**src/design/mgfm_pkg.sv**
```systemverilog
// Shared types, constants and GF(2^8) helper functions for the masked share multiplier.
// No dependencies; imported by mgfm_combine and masked_gf256_share_multiplier.
package mgfm_pkg;

    localparam int SHARE_W   = 8;
    localparam int PROD_W    = 2 * SHARE_W - 1;
    localparam int SHARES_W  = 32;
    localparam int RND_W     = 40;
    localparam int RND_BYTES = RND_W / SHARE_W;

    // AES field polynomial x^8+x^4+x^3+x+1
    localparam logic [SHARE_W:0] GF_POLY = 9'h11B;

    typedef logic [SHARE_W-1:0] byte_t;
    typedef logic [PROD_W-1:0]  clprod_t;

    // carry-less 8x8 product, 15 bits
    function automatic clprod_t clmul8(input byte_t x, input byte_t y);
        clprod_t acc;
        acc = '0;
        for (int k = 0; k < SHARE_W; k++)
        begin
            if (y[k])
            begin
                acc = acc ^ (clprod_t'(x) << k);
            end
        end
        return acc;
    endfunction

    // reduce a 15-bit carry-less product modulo the field polynomial
    function automatic byte_t gf_reduce(input clprod_t p);
        clprod_t r;
        r = p;
        for (int k = PROD_W - 1; k >= SHARE_W; k--)
        begin
            if (r[k])
            begin
                r = r ^ (clprod_t'(GF_POLY) << (k - SHARE_W));
            end
        end
        return r[SHARE_W-1:0];
    endfunction

endpackage

```
**src/design/mgfm_combine.sv**
```systemverilog
// Share recombination: folds reduced cross products with the randomness tables.
// Depends on mgfm_pkg.
module mgfm_combine
    import mgfm_pkg::*;
#(
    parameter int MASK_ORDER = 3
)
(
    input  logic [SHARE_W-1:0]  prod [0:MASK_ORDER][0:MASK_ORDER],
    input  logic [SHARE_W-1:0]  pr   [0:MASK_ORDER][0:MASK_ORDER],
    input  logic [SHARE_W-1:0]  sr   [0:MASK_ORDER],
    output logic [SHARES_W-1:0] shares
);

    // per-share fold; all indices are elaboration constants
    always_comb
    begin
        byte_t c;
        shares = '0;
        for (int i = 0; i <= MASK_ORDER; i++)
        begin
            c = prod[i][i];
            for (int j = MASK_ORDER; j >= i + 2; j -= 2)
            begin
                c = c ^ pr[i][j] ^ prod[i][j] ^ prod[j][i]
                      ^ sr[j-1] ^ prod[i][j-1] ^ prod[j-1][i];
            end
            if ((i % 2) != (MASK_ORDER % 2))
            begin
                c = c ^ pr[i][i+1] ^ prod[i][i+1] ^ prod[i+1][i];
                if ((i % 2) == 1)
                begin
                    c = c ^ sr[i];
                end
            end
            else
            begin
                for (int j = i - 1; j >= 0; j--)
                begin
                    c = c ^ pr[j][i];
                end
            end
            shares[SHARE_W*i +: SHARE_W] = c;
        end
    end

endmodule

```
**src/design/masked_gf256_share_multiplier.sv**
```systemverilog
// Top level of the masked GF(2^8) share multiplier: four-stage pipeline.
// Depends on mgfm_pkg and mgfm_combine.
//
//  channel   handshake             fields                                  direction
//  request   in_valid/in_ready     a_shares, b_shares, random_bytes        into block
//  result    out_valid/out_ready   product_shares                          out of block
//
// One request per cycle sustained while out_ready stays high; four register
// stages, the first loaded at the accepting edge, out_valid driven by the last.
// Stages: input/randomness spread, carry-less products, field reduction,
// share fold. Reset clears only the stage valid bits. A stall at the output
// backs up stage by stage; a stage loads whenever it is empty or its content
// moves on, so no request is lost or repeated.
module masked_gf256_share_multiplier
    import mgfm_pkg::*;
#(
    parameter int MASK_ORDER = 3
)
(
    input  logic                clk,
    input  logic                rst_n,
    input  logic                in_valid,
    output logic                in_ready,
    input  logic [SHARES_W-1:0] a_shares,
    input  logic [SHARES_W-1:0] b_shares,
    input  logic [RND_W-1:0]    random_bytes,
    output logic                out_valid,
    input  logic                out_ready,
    output logic [SHARES_W-1:0] product_shares
);

    localparam int NS = MASK_ORDER + 1;

    // stage valid bits and load enables
    logic v1_reg, v2_reg, v3_reg, v4_reg;
    logic load1, load2, load3, load4;

    assign load4    = !v4_reg || out_ready;
    assign load3    = !v3_reg || load4;
    assign load2    = !v2_reg || load3;
    assign load1    = !v1_reg || load2;
    assign in_ready = load1;

    always_ff @(posedge clk or negedge rst_n)
    begin
        if (!rst_n)
        begin
            v1_reg <= 1'b0;
            v2_reg <= 1'b0;
            v3_reg <= 1'b0;
            v4_reg <= 1'b0;
        end
        else
        begin
            if (load1) v1_reg <= in_valid;
            if (load2) v2_reg <= v1_reg;
            if (load3) v3_reg <= v2_reg;
            if (load4) v4_reg <= v3_reg;
        end
    end

    // stage 1: share bytes and randomness spread into pairwise/single tables
    byte_t a1_reg  [NS];
    byte_t b1_reg  [NS];
    byte_t pr1_reg [NS][NS];
    byte_t sr1_reg [NS];
    byte_t pr1_next [NS][NS];
    byte_t sr1_next [NS];

    always_comb
    begin
        int pos;
        pos = 0;
        for (int i = 0; i < NS; i++)
        begin
            sr1_next[i] = '0;
            for (int j = 0; j < NS; j++)
            begin
                pr1_next[i][j] = '0;
            end
        end
        for (int i = 0; i <= MASK_ORDER; i++)
        begin
            for (int j = 0; j <= MASK_ORDER - i - 1; j += 2)
            begin
                if (pos < RND_BYTES)
                begin
                    pr1_next[i][MASK_ORDER-j] = random_bytes[SHARE_W*pos +: SHARE_W];
                end
                pos = pos + 1;
            end
        end
        for (int j = MASK_ORDER - 1; j >= 1; j -= 2)
        begin
            if (pos < RND_BYTES)
            begin
                sr1_next[j] = random_bytes[SHARE_W*pos +: SHARE_W];
            end
            pos = pos + 1;
        end
    end

    always_ff @(posedge clk)
    begin
        if (load1)
        begin
            for (int i = 0; i < NS; i++)
            begin
                a1_reg[i]  <= a_shares[SHARE_W*i +: SHARE_W];
                b1_reg[i]  <= b_shares[SHARE_W*i +: SHARE_W];
                sr1_reg[i] <= sr1_next[i];
                for (int j = 0; j < NS; j++)
                begin
                    pr1_reg[i][j] <= pr1_next[i][j];
                end
            end
        end
    end

    // stage 2: carry-less products of every share pair
    clprod_t p2_reg  [NS][NS];
    byte_t   pr2_reg [NS][NS];
    byte_t   sr2_reg [NS];

    always_ff @(posedge clk)
    begin
        if (load2)
        begin
            for (int i = 0; i < NS; i++)
            begin
                sr2_reg[i] <= sr1_reg[i];
                for (int j = 0; j < NS; j++)
                begin
                    p2_reg[i][j]  <= clmul8(a1_reg[i], b1_reg[j]);
                    pr2_reg[i][j] <= pr1_reg[i][j];
                end
            end
        end
    end

    // stage 3: reduction modulo the field polynomial
    byte_t q3_reg  [0:MASK_ORDER][0:MASK_ORDER];
    byte_t pr3_reg [0:MASK_ORDER][0:MASK_ORDER];
    byte_t sr3_reg [0:MASK_ORDER];

    always_ff @(posedge clk)
    begin
        if (load3)
        begin
            for (int i = 0; i < NS; i++)
            begin
                sr3_reg[i] <= sr2_reg[i];
                for (int j = 0; j < NS; j++)
                begin
                    q3_reg[i][j]  <= gf_reduce(p2_reg[i][j]);
                    pr3_reg[i][j] <= pr2_reg[i][j];
                end
            end
        end
    end

    // stage 4: fold into output shares
    logic [SHARES_W-1:0] shares_next;
    logic [SHARES_W-1:0] shares_reg;

    mgfm_combine #(
        .MASK_ORDER (MASK_ORDER)
    ) u_combine (
        .prod   (q3_reg),
        .pr     (pr3_reg),
        .sr     (sr3_reg),
        .shares (shares_next)
    );

    always_ff @(posedge clk)
    begin
        if (load4)
        begin
            shares_reg <= shares_next;
        end
    end

    assign out_valid      = v4_reg;
    assign product_shares = shares_reg;

endmodule
```
**config.mk**
```make
export PLATFORM = sky130hd
export DESIGN_NAME = masked_gf256_share_multiplier
export DESIGN_NICKNAME = d
export VERILOG_FILES = /design/src/design/mgfm_pkg.sv /design/src/design/mgfm_combine.sv /design/src/design/masked_gf256_share_multiplier.sv
export SDC_FILE = /design/constraint.sdc
export NUM_CORES = 1
export LEC_CHECK = 0
export BUFFER_PORTS_ARGS = -buffer_cell sky130_fd_sc_hd__buf_2
export CAP_MARGIN = 25
export CORE_ASPECT_RATIO = 0.6
export CORE_UTILIZATION = 45
export DETAILED_ROUTE_END_ITERATION = 16
export MAX_ROUTING_LAYER = met4
export PLACE_DENSITY_LB_ADDON = 0.1
export SKIP_CTS_REPAIR_TIMING = 1
export SLEW_MARGIN = 10
export SYNTH_ARGS = -nofsm -noshare
export SYNTH_HDL_FRONTEND = slang
export SYNTH_SLANG_ARGS = --single-unit
export TNS_END_PERCENT = 1
```
**constraint.sdc**
```tcl
create_clock -name clk -period 18.7 [get_ports clk]
set_input_delay 3.74 -clock clk [delete_from_list [all_inputs] [get_ports clk]]
set_output_delay 3.74 -clock clk [all_outputs]
set_load 0.02 [all_outputs]
```
==> impl_summary.log, run 1 <==
[metrics] outcome: finished, final reports clean
[metrics] post-synthesis cell area: around 35,000 µm²
[metrics] critical path capture point type: primary output
[metrics] Global Route met3 Usage: 0.0391
[metrics] Compound-Gate Fraction of Synth Area: 0
[metrics] final cell area excluding filler cells: 37,800 µm²
[metrics] per-cell via count in the routed design: between 5 and 6
[metrics] number of remaining DRC errors: 0
[metrics] maximum fanout along the worst path: 31
[metrics] count of cell types in the netlist: 18
[metrics] count of final hold-check violations: 0
[metrics] cells along the critical path: buf_2 > nor2b_1 > nand4_1 > buf_4 > buf_2
[metrics] type of origin of the critical path: primary input
[metrics] combinational share of power: 0.406
[metrics] FP Rows: 78
[metrics] CTS tree: done
[metrics] routability congestion estimate from global placement: about 0.84
[metrics] CTS Buffer Depth: 3
[metrics] most frequent cells in the layout: 992 x sky130_fd_sc_hd__nand2_1, 986 x sky130_fd_sc_hd__xnor2_1, 584 x sky130_fd_sc_hd__edfxtp_1
[metrics] H-Tree Level Count: 2
[metrics] Syn Nets: about 3.3k
[metrics] remaining global-route overflow: 0
[metrics] period utilisation layout: 0.473
[metrics] net switching power of the design: 2170 µW
[metrics] Critical Path Slowest Stage Cell: sky130_fd_sc_hd__nor2b_1
[metrics] clock period minus worst slack: a little under 9 ns
[metrics] final setup vio count: 0
[metrics] number of storage elements in the synthesis netlist: just under 600
[metrics] Adder-Cell Fraction of Synth Area: 0
[metrics] clock transition at the registers of the reported paths: ~0.070 ns
[metrics] dominant combinational cell family by area after synthesis: XOR/XNOR gates
[metrics] final clock skew: 0.0330 ns
[metrics] initial DRC count: slightly below 2k
[metrics] total vias in the final route: 21.7k
[metrics] layout cells sized above 1: 0.100
[metrics] worst hold slack: about 0.41 ns
[metrics] nets@finish: about 3.3k
[metrics] top-level I/O count: between 100 and 150
[metrics] warning count from the yosys run: 0
[metrics] Critical Path AT: 5.11 ns
[metrics] xor-xnor portion of the synthesized cell area: 0.338
[metrics] I/O Buffers: approximately 140
[metrics] most common cell after layout, fill and taps aside: sky130_fd_sc_hd__nand2_1
[metrics] sequential group share of total power: 0.394
[metrics] first-pass GRT wire length: around 140 mm
[metrics] Slew headroom: 0.242
[metrics] standby leakage power: approximately 0.014 µW
[metrics] first-pass iteration count of the detailed router: 5
[metrics] Avg Inst Size Synth: ~11 µm²
[metrics] clock share of power: 0.199
[metrics] met1 routing resource usage after global routing: 0.351
[metrics] delay contributed by the slowest stage of the critical path: ~0.47 ns
[metrics] Worst path top cell family by delay: simple AND/OR/NAND/NOR gates
[metrics] slew at the pin closest to its max-slew limit: 1.14 ns
[metrics] number of standard cells after synthesis: roughly 3.1k
[metrics] share of synthesized area occupied by flip-flops and latches: 0.508
[metrics] Tot GR Track Use: 0.242
[metrics] maximum number of pins on one net before global-route repair: approximately 170
[metrics] Util after Layout: 0.498
[metrics] GR met2 Demand/Resource: 0.353
[metrics] initial antenna violation count: 3
[metrics] dpl hpwl: about 57 mm
[metrics] count of placed standard cells in the final layout, fillers left out: 4,264
[metrics] RSZ-0062 raised after global routing: no
[metrics] placed standard-cell area: about 36,000 µm²
[metrics] die area: approximately 78,000 µm²
[metrics] CTS buffer count: 59
[metrics] Synth Area in Simple Gates: 0.114
[metrics] worst path bufs/invs: 3
[metrics] maximum clock frequency: approximately 110 MHz
[metrics] max FFs per register: 240
[metrics] core region area: approximately 76,000 µm²
[metrics] final WL: between 90 and 100 mm
[metrics] Root Buffer Master: sky130_fd_sc_hd__clkbuf_16
[metrics] IR Drop Worst-Case VDD: about 81 µV
[metrics] effective utilization at floorplan: 0.457
[metrics] type of the setup path with the least slack: in -> out
[metrics] setup_tns: 0 ns
[metrics] grt peak-use layer: met2
[metrics] via count of the first global-routing pass: about 22k
[metrics] total inserted antenna cells: 0
[metrics] most repeated library cell on the critical path: sky130_fd_sc_hd__buf_2
[metrics] multiplexer share of the synthesized area: 0
[metrics] clk sink count: roughly 600
[metrics] Area Growth Syn to Fin: 9.00%
[metrics] total power density per cell area: approximately 160 nW/µm²
[metrics] ANT nets after route: 0
[metrics] DR WL/cell: roughly 21 µm
[metrics] Final Max Tran Viols: 0
[metrics] number of maximum-capacitance violations: 0
[metrics] later-pin clock latency in the skew report: around 0.65 ns
[metrics] cell-internal power: between 3000 and 4000 µW
[metrics] required time worst endpoint: 14.96 ns
[metrics] chip width: roughly 360 µm
[metrics] path type of the worst min-delay path: reg -> reg
[metrics] placed instance count: about 4.2k
[metrics] die height: 217 µm
[metrics] switching fraction of total power: 0.354
## final cells by class
type / instances / area, µm²
Multi-Input combinational cell: 2352 / 15700
Sequential cell: 588 / 17600
Clock inverter: 33 / 368
Timing Repair Buffer: 214 / 1270
Tap cell: 1000 / 1250
Clock buffer: 76 / 1580
Inverter: 1 / 3.75
Fill cell: 6734 / 38100
## synthesized netlist by cell type
cell type / count / share of area
sky130_fd_sc_hd__buf_6: 9 / 0.0029
sky130_fd_sc_hd__xnor2_1: 986 / 0.25
sky130_fd_sc_hd__or2_2: 1 / 0.00018
sky130_fd_sc_hd__buf_2: 34 / 0.0049
sky130_fd_sc_hd__xnor2_2: 22 / 0.010
sky130_fd_sc_hd__buf_1: 1 / 0.00011
sky130_fd_sc_hd__xor2_1: 312 / 0.079
sky130_fd_sc_hd__nand4_1: 1 / 0.00018
sky130_fd_sc_hd__nand2_1: 993 / 0.11
sky130_fd_sc_hd__nand3_1: 1 / 0.00014
sky130_fd_sc_hd__edfxtp_1: 584 / 0.51
sky130_fd_sc_hd__nand2b_1: 3 / 0.00054
sky130_fd_sc_hd__dfrtp_1: 4 / 0.0029
sky130_fd_sc_hd__and2_1: 32 / 0.0058
sky130_fd_sc_hd__buf_4: 126 / 0.027
sky130_fd_sc_hd__clkbuf_1: 38 / 0.0041
sky130_fd_sc_hd__nor2b_1: 1 / 0.00018
sky130_fd_sc_hd__inv_1: 1 / 0.00011
## cell families after synthesis
kind of cell / after synthesis
XOR/XNOR: 1320
buffers and inverters: 209
flip-flops: 588
AND/OR/NAND/NOR: 1032
## stage by stage
step	power, µW	setup WS (ns)
6_report	6140	9.85
5_1_grt	6460	9.71
4_1_cts	6210	9.83
3_5_place_dp	4970	9.84
3_3_place_gp	4940	9.86
2_1_floorplan	4250	5.70
## power by group through the flow
| stage | Clock (µW) | Sequential (µW) | Combinational [µW] |
|---|---|---|---|
| 2_1_floorplan | 0 | 2420 | 1830 |
| 3_3_place_gp | 0 | 2440 | 2500 |
| 3_5_place_dp | 0 | 2450 | 2520 |
| 4_1_cts | 1250 | 2420 | 2530 |
| 5_1_grt | 1300 | 2470 | 2690 |
| 6_report | 1220 | 2420 | 2490 |
## per-layer routing
| layer | wire length (µm) | part of all wire | vias up |
|---|---|---|---|
| met5 | 0 | 0 | - |
| met4 | 1800 | 0.020 | 0 |
| met3 | 6750 | 0.074 | 126 |
| met2 | 39200 | 0.43 | 795 |
| met1 | 43800 | 0.48 | 10780 |
| li1 | - | - | 10041 |
## worst paths after layout
check | startpoint | endpoint | slack, ns | cells after the start
hold reg to reg | pr2_reg[0][37] | pr3_reg[69] | 0.41 | 0
hold / removal | pr2_reg[0][37] | pr3_reg[69] | 0.41 | 0
setup / recovery | out_ready | in_ready | 9.85 | 5
max in group asynchronous | rst_n | out_valid | 15.69 | 1
min in group asynchronous | rst_n | v3_reg | 2.90 | 1
setup reg to reg | out_valid | p2_reg[3][5] | 15.39 | 5
Power figures use the tool's default switching activity.
==> run 2, diff against run 1 <==
Clock period 18.7 ns to 8.9 ns, I/O delays scaled along.
==> run 2 against run 1 <==
Global-route usage shrank 0.94 points. Setup slack got worse by 6.0 ns. Sequential power is 110% higher. Utilization grew 0.17 points. Power up 110%. Worst hold slack better by 0.0086 ns. Largest cell class unchanged. Highest routed layer unchanged.
==> impl_summary.log, run 2 (synthesis results as in run 1) <==
[metrics] Worst path top cell family by delay: simple AND/OR/NAND/NOR gates
[metrics] delay contributed by the slowest stage of the critical path: 0.44 ns (-0.03 ns)
[metrics] Util after Layout: 0.500 (+0.00170)
[metrics] Slew headroom: 0.353 (+0.112)
[metrics] most repeated library cell on the critical path: sky130_fd_sc_hd__buf_2
[metrics] Area Growth Syn to Fin: 9.37%
[metrics] type of the setup path with the least slack: in -> out
[metrics] chip width: 361 µm (unchanged)
[metrics] dpl hpwl: 54.5 mm (-4.9%)
[metrics] switching fraction of total power: 0.345 (-0.00915)
[metrics] required time worst endpoint: 7.12 ns (-7.84 ns)
[metrics] slew at the pin closest to its max-slew limit: 0.970 ns (-0.167 ns)
[metrics] outcome: finished, final reports clean
[metrics] R2R cell count: 3 (-2)
[metrics] period utilisation layout: 0.563
[metrics] most common cell after layout, fill and taps aside: sky130_fd_sc_hd__nand2_1
[metrics] number of remaining DRC errors: 0 (unchanged)
[metrics] clock period minus worst slack: between 5 and 6 ns
[metrics] core region area: 75,900 µm² (unchanged)
[metrics] max FFs per register: 240 (unchanged)
[metrics] combinational share of power: 0.398 (-0.008)
[metrics] IR Drop Worst-Case VDD: 219 µV (+170%)
[metrics] most frequent cells in the layout: 992 x sky130_fd_sc_hd__nand2_1, 986 x sky130_fd_sc_hd__xnor2_1, 584 x sky130_fd_sc_hd__edfxtp_1
[metrics] final WL: 87.8 mm (-4.1%)
[metrics] net switching power of the design: 4430 µW (+100%)
[metrics] reg2reg setup slack: 6.28 ns (-9.11 ns)
[metrics] maximum fanout along the worst path: 106 (+240%)
[metrics] endpoint of the worst hold-timing path: pr2_reg[1][1]
[metrics] Critical Path AT: 3.23 ns (-1.88 ns)
[metrics] first-pass iteration count of the detailed router: 6 (+1)
[metrics] FP Rows: 78 (unchanged)
[metrics] Final Max Tran Viols: 0 (unchanged)
[metrics] initial antenna violation count: 2 (-1)
[metrics] RSZ-0062 raised after global routing: no
[metrics] worst hold slack: 0.417 ns (+0.00862 ns)
[metrics] clock share of power: 0.208 (+0.009)
[metrics] clk sink count: 588 (unchanged)
[metrics] effective utilization at floorplan: 0.457 (unchanged)
[metrics] Critical Path Slowest Stage Cell: sky130_fd_sc_hd__nor2b_1
[metrics] I/O Buffers: 141 (unchanged)
[metrics] clock transition at the registers of the reported paths: 0.06 ns (about the same)
[metrics] final clock skew: 0.0259 ns (-0.00712 ns)
[metrics] initial DRC count: 2,018 (+4.8%)
[metrics] later-pin clock latency in the skew report: 0.64 ns (about the same)
[metrics] startpoint of the worst hold path: pr1_reg[2][1]
[metrics] standby leakage power: 0.0136 µW (+0.33%)
[metrics] placed standard-cell area: 35,900 µm² (about the same)
[metrics] die area: 78,300 µm² (unchanged)
[metrics] CTS tree: done
[metrics] die height: 217 µm (unchanged)
[metrics] via count of the first global-routing pass: 22.0k (+0.082%)
[metrics] post-layout total power: 12,800 µW (+110%)
[metrics] worst path bufs/invs: 3 (unchanged)
[metrics] number of maximum-capacitance violations: 0 (unchanged)
[metrics] ANT nets after route: 0 (unchanged)
[metrics] cell-internal power: 8410 µW (+110%)
[metrics] CTS Buffer Depth: 3 (unchanged)
[metrics] routability congestion estimate from global placement: 0.789 (-6.1%)
[metrics] nets@finish: 3,322 (-0.060%)
[metrics] worst flop-to-flop path endpoint: p2_reg[0][58]
[metrics] DR WL/cell: 20.6 µm (-4.1%)
[metrics] path type of the worst min-delay path: reg -> reg
[metrics] cell depth of the worst hold path: 0 (unchanged)
[metrics] total power density per cell area: 338 nW/µm² (+110%)
[metrics] count of final hold-check violations: 0 (unchanged)
[metrics] maximum number of pins on one net before global-route repair: 162 (-3.0%)
[metrics] type of origin of the critical path: primary input
[metrics] Tot GR Track Use: 0.233 (-0.00935)
[metrics] CTS buffer count: 58 (-1.7%)
[metrics] first-pass GRT wire length: 134 mm (-2.6%)
[metrics] final setup vio count: 0 (unchanged)
[metrics] per-cell via count in the routed design: 5.07 (-0.47%)
[metrics] sequential group share of total power: 0.394 (about the same)
[metrics] cells along the critical path: buf_2 > nor2b_1 > nand4_1 > buf_12 > buf_2
[metrics] setup_tns: 0 ns (unchanged)
[metrics] maximum clock frequency: approximately 200 MHz
[metrics] layout cells sized above 1: 0.102 (+0.00156)
[metrics] top-level I/O count: 142 (unchanged)
[metrics] critical path capture point type: primary output
[metrics] total vias in the final route: 21.6k (-0.50%)
[metrics] critical register-to-register path startpoint: out_valid
[metrics] total inserted antenna cells: 0 (unchanged)
[metrics] H-Tree Level Count: 2 (unchanged)
[metrics] Root Buffer Master: sky130_fd_sc_hd__clkbuf_16
[metrics] final cell area excluding filler cells: 38,000 µm² (+0.34%)
[metrics] remaining global-route overflow: 0 (unchanged)
run 2: cell types whose count changed in the layout (fill, tap and decap cells not counted), sizes merged:
cell | previous run | this run
clkbuf | 76 | 67
clkinvlp | 2 | 7
buf | 214 | 213
bufinv | 7 | 11
clkinv | 21 | 20
inv | 4 | 5
run 2: power groups by stage:
stage / combinational, µW / sequential, µW / clock, µW
after global routing: 5570 / 5160 / 2830
after floorplan: 3850 / 5060 / 0
after detailed placement: 5190 / 5130 / 0
final: 5120 / 5060 / 2670
after CTS: 5210 / 5080 / 2730
after global placement: 5130 / 5110 / 0
run 2: worst max path at each step:
stage / start / to / slack [ns] / cells after the start
2_1_floorplan: out_ready / p2_reg[0][0] / 1.44 / 2
3_3_place_gp: out_ready / in_ready / 3.89 / 5
3_5_place_dp: out_ready / in_ready / 3.90 / 5
4_1_cts: out_ready / in_ready / 3.89 / 5
5_1_grt: out_ready / in_ready / 3.83 / 5
6_report: out_ready / in_ready / 3.89 / 5
run 2: per-layer routing:
metal	up-vias	wire length, µm	global-route usage
met5	-	0	-
met4	0	1820	0.0565
met3	138	5600	0.0315
met2	712	37900	0.346
met1	10745	42400	0.336
li1	10039	-	-
run 2: cell type report:
cell class / count / area (µm²)
Tap cell: 1000 / 1250
Fill cell: 6632 / 38000
Inverter: 1 / 3.75
Clock buffer: 67 / 1520
Sequential cell: 588 / 17600
Timing Repair Buffer: 213 / 1310
Clock inverter: 42 / 517
Multi-Input combinational cell: 2352 / 15700
run 2: stage by stage:
stage,instances,setup WS (ns)
detailed placement,4152,3.90
CTS,4261,3.89
finish,4263,3.89
floorplan,3149,1.44
global route,4263,3.83
global placement,4152,3.89
==> run 3, diff against run 2 <==
Clock period 8.9 ns to 4.95 ns, I/O delays scaled along.
==> run 3 against run 2 <==
Non-clock buffer count rose by 1. Largest cell class unchanged. Sequential share of layout area rose by 0.071 points. Critical path type unchanged. Power rose by 80%. Cell count did not move. Clock skew fell by 0.011 ns. Sequential cell count did not move. Clock power rose by 77%. Register-to-register slack got worse by 3.9 ns. First-iteration DRC count rose by 0.55%. Wire length rose by 2.7%. Combinational power rose by 80%. Critical path depth fell by 1.
==> impl_summary.log, run 3 (synthesis results as in run 1) <==
[metrics] type of origin of the critical path: primary input
[metrics] standby leakage power: 0.0136 µW (about the same)
[metrics] CTS Buffer Depth: 3 (unchanged)
[metrics] area of the multi-input gates: 15,700 µm² (unchanged)
[metrics] top-level I/O count: 142 (unchanged)
[metrics] die area: 78,300 µm² (unchanged)
[metrics] required time worst endpoint: 3.96 ns (-3.16 ns)
[metrics] nets@finish: 3,324 (+0.060%)
[metrics] initial DRC count: 2,029 (+0.55%)
[metrics] FP Rows: 78 (unchanged)
[metrics] maximum clock frequency: roughly 280 MHz
[metrics] CTS tree: done
[metrics] crit path from: out_ready
[metrics] count of final hold-check violations: 0 (unchanged)
[metrics] path type of the worst min-delay path: in -> async
[metrics] final setup vio count: 0 (unchanged)
[metrics] Critical Path AT: 2.56 ns (-0.67 ns)
[metrics] per-cell via count in the routed design: 5.10 (+0.52%)
[metrics] area taken by flip-flops and latches: 17,600 µm² (unchanged)
[metrics] first-pass iteration count of the detailed router: 5 (-1)
[metrics] I/O Buffers: 141 (unchanged)
[metrics] placed instance count: 4,155 (+0.072%)
[metrics] most common cell after layout, fill and taps aside: sky130_fd_sc_hd__nand2_1
[metrics] Final Max Tran Viols: 0 (unchanged)
[metrics] ANT nets after route: 0 (unchanged)
[metrics] max FFs per register: 240 (unchanged)
[metrics] type of the setup path with the least slack: in -> out
[metrics] chip width: 361 µm (unchanged)
[metrics] initial antenna violation count: 2 (unchanged)
[metrics] RSZ-0062 raised after global routing: no
[metrics] Critical Path Slowest Stage Cell: sky130_fd_sc_hd__nand4_1
[metrics] most frequent cells in the layout: 992 x sky130_fd_sc_hd__nand2_1, 986 x sky130_fd_sc_hd__xnor2_1, 584 x sky130_fd_sc_hd__edfxtp_1
[metrics] clock transition at the registers of the reported paths: 0.06 ns (about the same)
[metrics] DR WL/cell: 21.1 µm (+2.7%)
[metrics] placed standard-cell area: 35,900 µm² (about the same)
[metrics] later-pin clock latency in the skew report: 0.64 ns (about the same)
[metrics] least setup slack across all paths after layout: 1.40 ns (-2.48 ns)
[metrics] final WL: 90.1 mm (+2.7%)
[metrics] layout cells sized above 1: 0.100 (-0.00181)
[metrics] slew at the pin closest to its max-slew limit: 1.10 ns (+0.132 ns)
[metrics] worst hold slack: 0.156 ns (-0.261 ns)
[metrics] count of placed standard cells in the final layout, fillers left out: 4,263 (unchanged)
[metrics] number of maximum-capacitance violations: 0 (unchanged)
[metrics] total power density per cell area: 611 nW/µm² (+80%)
[metrics] H-Tree Level Count: 2 (unchanged)
[metrics] outcome: finished, final reports clean
[metrics] via count of the first global-routing pass: 21.6k (-1.5%)
[metrics] post-layout total power: 23,100 µW (+80%)
[metrics] most repeated library cell on the critical path: sky130_fd_sc_hd__buf_2
[metrics] critical register-to-register path startpoint: out_valid
[metrics] routability congestion estimate from global placement: 0.828 (+5.0%)
[metrics] delay contributed by the slowest stage of the critical path: 0.61 ns (+0.17 ns)
[metrics] Root Buffer Master: sky130_fd_sc_hd__clkbuf_16
[metrics] core region area: 75,900 µm² (unchanged)
[metrics] final cell area excluding filler cells: 37,900 µm² (-0.15%)
[metrics] period utilisation layout: 0.716
[metrics] CTS buffer count: 59 (+1.7%)
[metrics] cells along the critical path: buf_2 > nor2b_1 > nand4_1 > buf_2
[metrics] pre-CTS worst setup slack: 1.38 ns (-2.53 ns)
[metrics] final clock skew: 0.0148 ns (-0.0110 ns)
[metrics] IR Drop Worst-Case VDD: 339 µV (+55%)
[metrics] total vias in the final route: 21.7k (+0.52%)
[metrics] Area Growth Syn to Fin: 9.21%
[metrics] effective utilization at floorplan: 0.457 (unchanged)
[metrics] critical path capture point type: primary output
[metrics] Filler Cells Inserted: 6,778 (+2.2%)
[metrics] first-pass GRT wire length: 136 mm (+1.0%)
[metrics] number of remaining DRC errors: 0 (unchanged)
[metrics] dpl hpwl: 57.6 mm (+5.6%)
[metrics] Slew headroom: 0.265 (-0.0881)
[metrics] maximum number of pins on one net before global-route repair: 166 (+2.5%)
[metrics] maximum fanout along the worst path: 5 (-95%)
[metrics] remaining global-route overflow: 0 (unchanged)
[metrics] clock period minus worst slack: about 3.5 ns
[metrics] die height: 217 µm (unchanged)
[metrics] Tot GR Track Use: 0.238 (+0.00572)
[metrics] clk sink count: 588 (unchanged)
-- run 3: power by group --
group	total (µW)	internal (µW)	switching [µW]	leakage [µW]
Sequential	9200	8130	1070	0.00605
Clock	4720	2760	1970	0.000982
Combinational	9220	4220	5000	0.00659
Total	23100	15100	8040	0.0136
-- run 3: path summary, 6_finish.rpt --
kind / end / slack (ns) / cells past startpoint
worst max-delay path: in_ready / 1.40 / 4
worst min-delay path: v1_reg / 0.16 / 1
worst max register to register: a1_reg[1][6] / 2.34 / 4
worst min register to register: sr2_reg[2][5] / 0.42 / 0
max in group asynchronous: v2_reg / 4.67 / 1
min in group clk: sr2_reg[2][5] / 0.42 / 0
-- run 3: routing by layer --
layer  up-vias  wire [µm]  GRT usage
li1      10041          -          -
met1     10822      44200      0.353
met2       753      37900      0.338
met3       131       6210     0.0374
met4         0       1820     0.0616
met5         -          0          -
-- run 3: stage by stage --
stage	setup TNS, ns	utilization
after global routing	0	0.499
final	0	0.499
after global placement	0	0.473
after CTS	0	0.499
after floorplan	-190.02	-
after detailed placement	0	0.473
-- run 3: layout make-up --
| cell class | instances | share of cell area |
|---|---|---|
| antenna | 1 | 0.0000660 |
| clock buffer | 68 | 0.0410 |
| clock inverter | 39 | 0.0120 |
| inverter | 1 | 0.0000991 |
| multi-input combinational | 2352 | 0.415 |
| sequential | 588 | 0.465 |
| tap | 1000 | 0.0330 |
| timing repair buffer | 214 | 0.0337 |
-- run 3: worst max-delay path, delay by kind of cell --
kind                   cells  cell delay (ns)
buffers and inverters      2             0.47
AND/OR/NAND/NOR            2             1.07
